===== config.mk =====
export PLATFORM = sky130hd
export DESIGN_NAME = tfrnc_dist
export DESIGN_NICKNAME = d
export VERILOG_FILES = /design/src/hdl/tfrnc_pkg.sv /design/src/hdl/tfrnc_dist.sv
export SDC_FILE = /design/constraint.sdc
export NUM_CORES = 1
export LEC_CHECK = 0
export BUFFER_PORTS_ARGS = -buffer_cell sky130_fd_sc_hd__buf_4
export CORE_MARGIN = 5
export CORE_UTILIZATION = 61
export CTS_CLUSTER_DIAMETER = 150
export DETAILED_ROUTE_END_ITERATION = 8
export PLACE_DENSITY_LB_ADDON = 0.05
export SYNTH_ARGS = -nofsm -noshare
export SYNTH_HDL_FRONTEND = slang
export SYNTH_SLANG_ARGS = --single-unit

===== constraint.sdc =====
create_clock -name clk_i -period 9.56 [get_ports clk_i]
set_input_delay 0.478 -clock clk_i [delete_from_list [all_inputs] [get_ports clk_i]]
set_output_delay 0.478 -clock clk_i [all_outputs]
set_load 0.01 [all_outputs]

===== src/hdl/tfrnc_pkg.sv =====
`timescale 1ns / 1ps

package tfrnc_pkg;

  localparam int unsigned IndexW   = 10;
  localparam int unsigned PosW     = 16;
  localparam int unsigned TotalW   = 10;
  localparam int unsigned CfgDataW = 32;
  localparam int unsigned CfgIdxW  = 1;
  localparam int unsigned RadiusW  = 32;
  localparam int unsigned ActiveW  = 11;

  localparam logic CMD_WRITE = 1'b0;
  localparam logic CMD_QUERY = 1'b1;

  localparam logic [CfgIdxW-1:0] REG_RADIUS_SQ    = 1'b0;
  localparam logic [CfgIdxW-1:0] REG_ACTIVE_COUNT = 1'b1;

  localparam logic [RadiusW-1:0] RADIUS_SQ_RST    = 32'd429497;
  localparam logic [ActiveW-1:0] ACTIVE_COUNT_RST = 11'd100;
  localparam logic [TotalW-1:0]  TOTAL_MAX        = 10'd1023;

  typedef struct packed {
    logic              command;
    logic [IndexW-1:0] agent_index;
    logic [PosW-1:0]   pos_x;
    logic [PosW-1:0]   pos_y;
  } tfrnc_item_t;

  typedef struct packed {
    logic [IndexW-1:0] query_index;
    logic [TotalW-1:0] neighbour_total;
  } tfrnc_result_t;

  // status of the distance pipeline toward the sequencer
  typedef struct packed {
    logic busy;
    logic hit_vld;
    logic hit;
  } tfrnc_dist_stat_t;

endpackage


===== src/hdl/tfrnc_dist.sv =====
`timescale 1ns / 1ps

module tfrnc_dist #(
  parameter int unsigned COORD_BITS = 16
) (
  input  logic                              clk_i,
  input  logic                              rst_ni,
  input  logic                              vld_i,
  input  logic [COORD_BITS-1:0]             a_x_i,
  input  logic [COORD_BITS-1:0]             a_y_i,
  input  logic [COORD_BITS-1:0]             b_x_i,
  input  logic [COORD_BITS-1:0]             b_y_i,
  input  logic [tfrnc_pkg::RadiusW-1:0]     radius_sq_i,
  output tfrnc_pkg::tfrnc_dist_stat_t       stat_o
);

  import tfrnc_pkg::*;

  localparam int unsigned SqW  = 2 * COORD_BITS;
  localparam int unsigned CmpW = (SqW > RadiusW) ? SqW : RadiusW;

  logic                  s1_vld_q, s2_vld_q, s3_vld_q;
  logic [COORD_BITS-1:0] dx, dy, gx_d, gy_d, gx_q, gy_q;
  logic [SqW-1:0]        sqx_q, sqy_q, sum;
  logic                  hit_d, hit_q;

  // wrapped difference, folded to the short way around the torus
  always_comb begin
    dx   = a_x_i - b_x_i;
    dy   = a_y_i - b_y_i;
    gx_d = dx[COORD_BITS-1] ? (~dx + 1'b1) : dx;
    gy_d = dy[COORD_BITS-1] ? (~dy + 1'b1) : dy;
  end

  assign sum   = sqx_q + sqy_q;
  assign hit_d = CmpW'(sum) < CmpW'(radius_sq_i);

  always_ff @(posedge clk_i or negedge rst_ni) begin
    if (!rst_ni) begin
      s1_vld_q <= 1'b0;
      s2_vld_q <= 1'b0;
      s3_vld_q <= 1'b0;
    end else begin
      s1_vld_q <= vld_i;
      s2_vld_q <= s1_vld_q;
      s3_vld_q <= s2_vld_q;
    end
  end

  always_ff @(posedge clk_i) begin
    gx_q  <= gx_d;
    gy_q  <= gy_d;
    sqx_q <= SqW'(gx_q) * SqW'(gx_q);
    sqy_q <= SqW'(gy_q) * SqW'(gy_q);
    hit_q <= hit_d;
  end

  assign stat_o.busy    = s1_vld_q | s2_vld_q | s3_vld_q;
  assign stat_o.hit_vld = s3_vld_q;
  assign stat_o.hit     = hit_q;

endmodule


* Word level (Yosys, flattened, before mapping)
Cells that the tools add are included.
** Cells by class
- Muxes and demuxes :: 2
- Magnitude comparators :: 1
- $add $sub $neg :: 5
- $mul :: 2
- Bitwise operators :: 4
** Operators with widths (number)
- $mul A16 B16 Y32 :: 2
- $add A16 B1 Y16 const B :: 2
- $add A32 B32 Y32 :: 1
- $lt A32 B32 Y1 :: 1
- $not A16 Y16 :: 2
- $sub A16 B16 Y16 :: 2
- $mux W15 :: 2
- $or A1 B1 Y1 :: 2
** Word-level totals
- Logic and storage cells :: 24
- Output and inout port bits :: 3
- Bits in registers :: 100
- Input bits :: 99

* Depth between registers and ports, before layout
- Depth in word-level cells :: 4
- Gate-level depth with buffers :: 24
- Mapped depth without buffers :: 23

* Worst setup path after synthesis
OpenSTA, ideal clock, no wires.
- Path kind :: register to register
- From :: register gx_q[1]
- To :: register sqx_q[28]
- Library setup time :: 0.072 ns
- Clock period less this slack :: 5.941 ns
- Path slack :: 3.619 ns
- Data required time :: 9.488 ns
- Path buffers :: 2
- Cell stages (with the launch flop) :: 25
- Arrival time :: 5.869 ns
- Path through :: dfxtp_1 clkbuf_1 clkbuf_1 and2_1 fa_1 inv_1 fa_1 inv_1 fa_1 inv_1 fa_1 inv_1 fa_1 inv_1 fa_1 inv_1 ha_1 o21ai_0 o21bai_1 a21oi_1 and2_1 o21ai_1 or3b_1 a311oi_1 xnor2_1
** Between the ends
- Cells in the longest elaborated chain, start to end :: 1
** Ends and longest elaborated chain
- from (decl) :: line tfrnc_dist.sv:23 : logic [COORD_BITS-1:0] dx, dy, gx_d, gy_d, gx_q, gy_q;
- from (signal assigned) :: line tfrnc_dist.sv:51 : gx_q <= gx_d;
- $mul A16 B16 Y32 :: line tfrnc_dist.sv:53 : sqx_q <= SqW'(gx_q) * SqW'(gx_q);
- to (signal assigned) :: line tfrnc_dist.sv:53
- to (decl) :: line tfrnc_dist.sv:24 : logic [SqW-1:0] sqx_q, sqy_q, sum;
Every way passes these cells.
A chain may end at the register's enable or synchronous reset.

* Final worst setup path
- From :: register gy_q[2]
- To :: register sqy_q[28]
** Between the ends
- Cells in the longest elaborated chain, start to end :: 1
** Ends and longest elaborated chain
- from (decl) :: line tfrnc_dist.sv:23
- from (signal assigned) :: line tfrnc_dist.sv:52 : gy_q <= gy_d;
- $mul A16 B16 Y32 :: line tfrnc_dist.sv:54 : sqy_q <= SqW'(gy_q) * SqW'(gy_q);
- to (signal assigned) :: line tfrnc_dist.sv:54
- to (decl) :: line tfrnc_dist.sv:24
Every way passes these cells.

==> results.rst <==
.. list-table::
   :header-rows: 1

   * - Metric
     - Value
   * - Number of instances resized during post-cts repair
     - 0
   * - Vias in the first global route
     - 16100
   * - Number of setup violations in the final report
     - 0
   * - Count of placed standard cells in the final layout, fillers left out
     - 2878
   * - Ranking of synthesized cells by area
     - sky130_fd_sc_hd__fa_1, sky130_fd_sc_hd__ha_1, sky130_fd_sc_hd__inv_1
   * - Worst-case clock skew
     - 9.94 ps
   * - Post-route met1 wirelength
     - 18500 um
   * - Initial DRT Pass Iterations
     - 5
   * - CP peak stage delay
     - 750 ps
   * - Max-slew violation count
     - 0
   * - Async SR Flop Fraction
     - 0.0306
   * - Pin count of the biggest net entering global routing
     - 20
   * - Met3 routed WL
     - 2510 um
   * - FF-to-FF End
     - sqy_q[28]
   * - Die width
     - 194 um
   * - Residual overflow from global routing
     - 0
   * - Clk sinks
     - 98
   * - Number of flops mapped to enable cells by yosys
     - 0
   * - End of the worst hold path
     - s1_vld_q
   * - Reg2Reg Launch Point
     - gy_q[2]
   * - Number of cells in the design after placement
     - 2862
   * - First-pass GRT wire length
     - 72900 um
   * - Library cells used by synthesis
     - 72
   * - Share of the core filled with cells
     - 0.660
   * - FF-to-FF setup slack
     - 3020 ps
   * - Io pins
     - 102
   * - Met2 wire len
     - 20000 um
   * - Number of filler cells placed in the layout
     - 2875
   * - Initial antenna violation count
     - 0
   * - Max-capacitance violation count
     - 0
   * - CP startpoint kind
     - flop
   * - Mean area per synthesized cell
     - 8.76 sq um
   * - Synthesis-to-finish area growth
     - 7.01%
   * - Post-synthesis sequential area ratio
     - 0.0955
   * - Cell with the most instances on the worst path
     - sky130_fd_sc_hd__fa_1
   * - Net count of the mapped netlist
     - 3085
   * - Worst Hold Depth
     - 1
   * - TNS Setup
     - 0 ps
   * - Proportion of layout cells with a drive suffix above 1
     - 0.0580
   * - Number of design rule violations left after detail routing
     - 0
   * - Startpoint of the lowest-slack hold path
     - vld_i
   * - Period Utilization, post-route
     - 0.684
   * - Number of warnings printed during yosys synthesis
     - 0
   * - Total Nets Final
     - 3148
   * - R2r worst-path depth
     - 19
   * - Register clock-pin slew on the reported worst setup and hold paths
     - 80 ps
   * - Routability congestion estimate from global placement
     - 0.892
   * - Clock tree root buffer cell
     - sky130_fd_sc_hd__clkbuf_16
   * - Cell at the slowest stage of the critical path
     - sky130_fd_sc_hd__dfxtp_1
   * - TritonCTS clock tree
     - yes
   * - Number of buffers on the longest clock path
     - 2
   * - Time the worst path needs with I/O delays and setup
     - 6540 ps
   * - Netlist Area Pre-Place
     - 0.0207 sq mm
   * - Antenna Violating Nets Remaining
     - 0
   * - HPWL Detailed
     - 36200 um
   * - Die footprint
     - 0.0377 sq mm
   * - Setup Slack @ Placement
     - 3180 ps
   * - Top layer in use
     - met4
   * - Final antenna diode count
     - 0
   * - Clock latency on the worst-skew pair
     - 380 ps
   * - Top cell type by total area after synthesis
     - sky130_fd_sc_hd__fa_1
   * - Total via count in the routed design
     - 15500
   * - Total routed wirelength
     - 41500 um
   * - Arrival time worst endpoint
     - 6830 ps
   * - Number of hold violations in the final report
     - 0
   * - Critical path data required time
     - 9850 ps
   * - Status
     - complete, no violations
   * - Number of port buffers
     - 101
   * - Combined flip-flop and latch cell area
     - 0.00198 sq mm
   * - Worst slew pin tran
     - 1120 ps
   * - Row count
     - 67
   * - Maximum fanout along the worst path
     - 17
   * - Worst Hold Class
     - primary input to flop
   * - Global-route usage over all layers
     - 0.230
   * - Min setup slack post-route
     - 3020 ps
   * - Setup Buffers After CTS
     - 0
   * - Clock buffer count from CTS
     - 9
   * - Via-to-Cell Ratio
     - 5.37
   * - Number of violations reported at the end of detailed-routing iteration 0
     - 728
   * - Drt wl/cell
     - 14.4 um
   * - Initial core utilization
     - 0.617
   * - Unrepaired setup endpoints after global routing
     - false
   * - Multi-input combinational cell area
     - 0.0163 sq mm
   * - Cell breakdown of the critical path
     - and2_1, inv_1, fa_1, fa_1, inv_1, ha_1, fa_1, inv_1, fa_1, fa_1, inv_1, ha_1, or4_1, o221ai_1, nor3_1, o311ai_1, nand2_1, a31oi_1, xnor2_1
   * - Yosys reg bits
     - 98
   * - Core box area
     - 0.0335 sq mm
   * - Post-synthesis cell count
     - 2363
   * - Height of the chip
     - 194 um
   * - CTS H-tree lvls
     - 3
   * - Class of the most critical setup path
     - flop to flop
   * - CP endpoint kind
     - flop
   * - Maximum clock frequency
     - 0.153 GHz
   * - Yosys top cell area share
     - 0.315
   * - Flip-flop cell with the highest count after synthesis
     - sky130_fd_sc_hd__dfxtp_1
   * - Slew HR
     - 0.245
## logic make-up after synthesis
family,synth area share
AND/OR/NAND/NOR,0.123
adder cells (fa/ha/maj),0.495
flip-flops,0.0955
XOR/XNOR,0.0597
buffers and inverters,0.116
AO/OA/AOI/OAI,0.108
multiplexers,0.00260
## how the worst max path moves through the flow
stage                  from        end  slack [ps]  depth (start not counted)
finish              gy_q[2]  sqy_q[28]        3020                         19
CTS                 gx_q[2]  sqx_q[28]        3110                         22
global placement    gx_q[3]  sqx_q[31]        3260                         21
global route        gy_q[2]  sqy_q[30]        2700                         19
floorplan           gx_q[1]  sqx_q[28]        3620                         24
detailed placement  gx_q[2]  sqx_q[28]        3180                         22
## routing by layer
layer / track usage / up-vias
met5: 0 / -
met3: 0.0433 / 35
met2: 0.389 / 313
met1: 0.316 / 7561
li1: - / 7542
met4: 0.0383 / 0
## through the flow
stage / area (sq um) / hold WS [ps]
2_1_floorplan: 20700 / 182
3_3_place_gp: 21800 / 267
3_5_place_dp: 21800 / 268
4_1_cts: 22100 / 197
5_1_grt: 22100 / 203
6_report: 22100 / 219
## critical path: cells and delay by family, from the launching register on
family,cells,cell delay (ps)
fa+ha+maj,7,2920
compound gates,3,1230
simple gates,4,1200
flops,1,750
buf+inv,4,200
xor+xnor,1,150
## repair_timing
| item | in CTS | in global routing |
|---|---|---|
| hold buffers | 1 | 0 |
| endpoints found under the hold margin | 3 | 0 |
| endpoints found under the setup margin | 0 | 0 |
## registers in the layout (all words and copies together) (netlist names)
signal    flops
sqy_q        31
gy_q         16
s1_vld_q      1
sqx_q        31
hit_q         1
gx_q         16
s3_vld_q      1
s2_vld_q      1
## Yosys cell counts, types with 4 or more instances
cell,count
sky130_fd_sc_hd__nand3_1,26
sky130_fd_sc_hd__fa_1,326
sky130_fd_sc_hd__o41ai_1,4
sky130_fd_sc_hd__and2_1,84
sky130_fd_sc_hd__inv_1,585
sky130_fd_sc_hd__dfxtp_1,95
sky130_fd_sc_hd__o22ai_1,4
sky130_fd_sc_hd__a21boi_0,6
sky130_fd_sc_hd__nor4_1,4
sky130_fd_sc_hd__nor2_1,99
sky130_fd_sc_hd__o2111ai_1,5
sky130_fd_sc_hd__clkbuf_1,47
sky130_fd_sc_hd__nor3_1,26
sky130_fd_sc_hd__nor3b_1,6
sky130_fd_sc_hd__nor2b_1,22
sky130_fd_sc_hd__a21oi_1,99
sky130_fd_sc_hd__ha_1,297
sky130_fd_sc_hd__o21ai_1,6
sky130_fd_sc_hd__a31oi_1,11
sky130_fd_sc_hd__a211oi_1,16
sky130_fd_sc_hd__xnor2_1,106
sky130_fd_sc_hd__a211o_1,4
sky130_fd_sc_hd__or3_1,7
sky130_fd_sc_hd__nand2_1,188
sky130_fd_sc_hd__nand4_1,15
sky130_fd_sc_hd__nand2b_1,17
sky130_fd_sc_hd__o31ai_1,8
sky130_fd_sc_hd__xor2_1,35
sky130_fd_sc_hd__o21a_1,9
sky130_fd_sc_hd__o211ai_1,6
sky130_fd_sc_hd__and3_1,9
sky130_fd_sc_hd__a21o_1,47
sky130_fd_sc_hd__a31o_2,4
sky130_fd_sc_hd__o21bai_1,18
sky130_fd_sc_hd__or2_2,9
sky130_fd_sc_hd__o21ai_0,54
## layout by cell type (no fill, tap or decap), types with 10 or more instances in the layout
cell type | netlist | final
sky130_fd_sc_hd__a211oi_1 | 16 | 16
sky130_fd_sc_hd__a21o_1 | 47 | 47
sky130_fd_sc_hd__a21oi_1 | 99 | 99
sky130_fd_sc_hd__a31oi_1 | 11 | 11
sky130_fd_sc_hd__and2_1 | 84 | 84
sky130_fd_sc_hd__buf_4 | 3 | 101
sky130_fd_sc_hd__clkbuf_16 | 0 | 10
sky130_fd_sc_hd__dfxtp_1 | 95 | 95
sky130_fd_sc_hd__fa_1 | 326 | 326
sky130_fd_sc_hd__ha_1 | 297 | 297
sky130_fd_sc_hd__inv_1 | 585 | 585
sky130_fd_sc_hd__nand2_1 | 188 | 188
sky130_fd_sc_hd__nand2b_1 | 17 | 17
sky130_fd_sc_hd__nand3_1 | 26 | 26
sky130_fd_sc_hd__nand4_1 | 15 | 15
sky130_fd_sc_hd__nor2_1 | 99 | 99
sky130_fd_sc_hd__nor2b_1 | 22 | 22
sky130_fd_sc_hd__nor3_1 | 26 | 26
sky130_fd_sc_hd__o21ai_0 | 54 | 54
sky130_fd_sc_hd__o21bai_1 | 18 | 18
sky130_fd_sc_hd__xnor2_1 | 106 | 106
sky130_fd_sc_hd__xor2_1 | 35 | 35
## area by class of cell
| type | count | area share |
|---|---|---|
| flip-flops and latches | 98 | 0.0893 |
| well taps | 448 | 0.0253 |
| multi-input cells | 1630 | 0.737 |
| clock inverters | 4 | 0.00254 |
| inverters | 585 | 0.0992 |
| clock buffers | 11 | 0.0119 |
| repair buffers | 102 | 0.0347 |
Power is left out: the tool's default activity adds up to more than one toggle a clock period on the data nets, which glitch-free logic cannot reach.
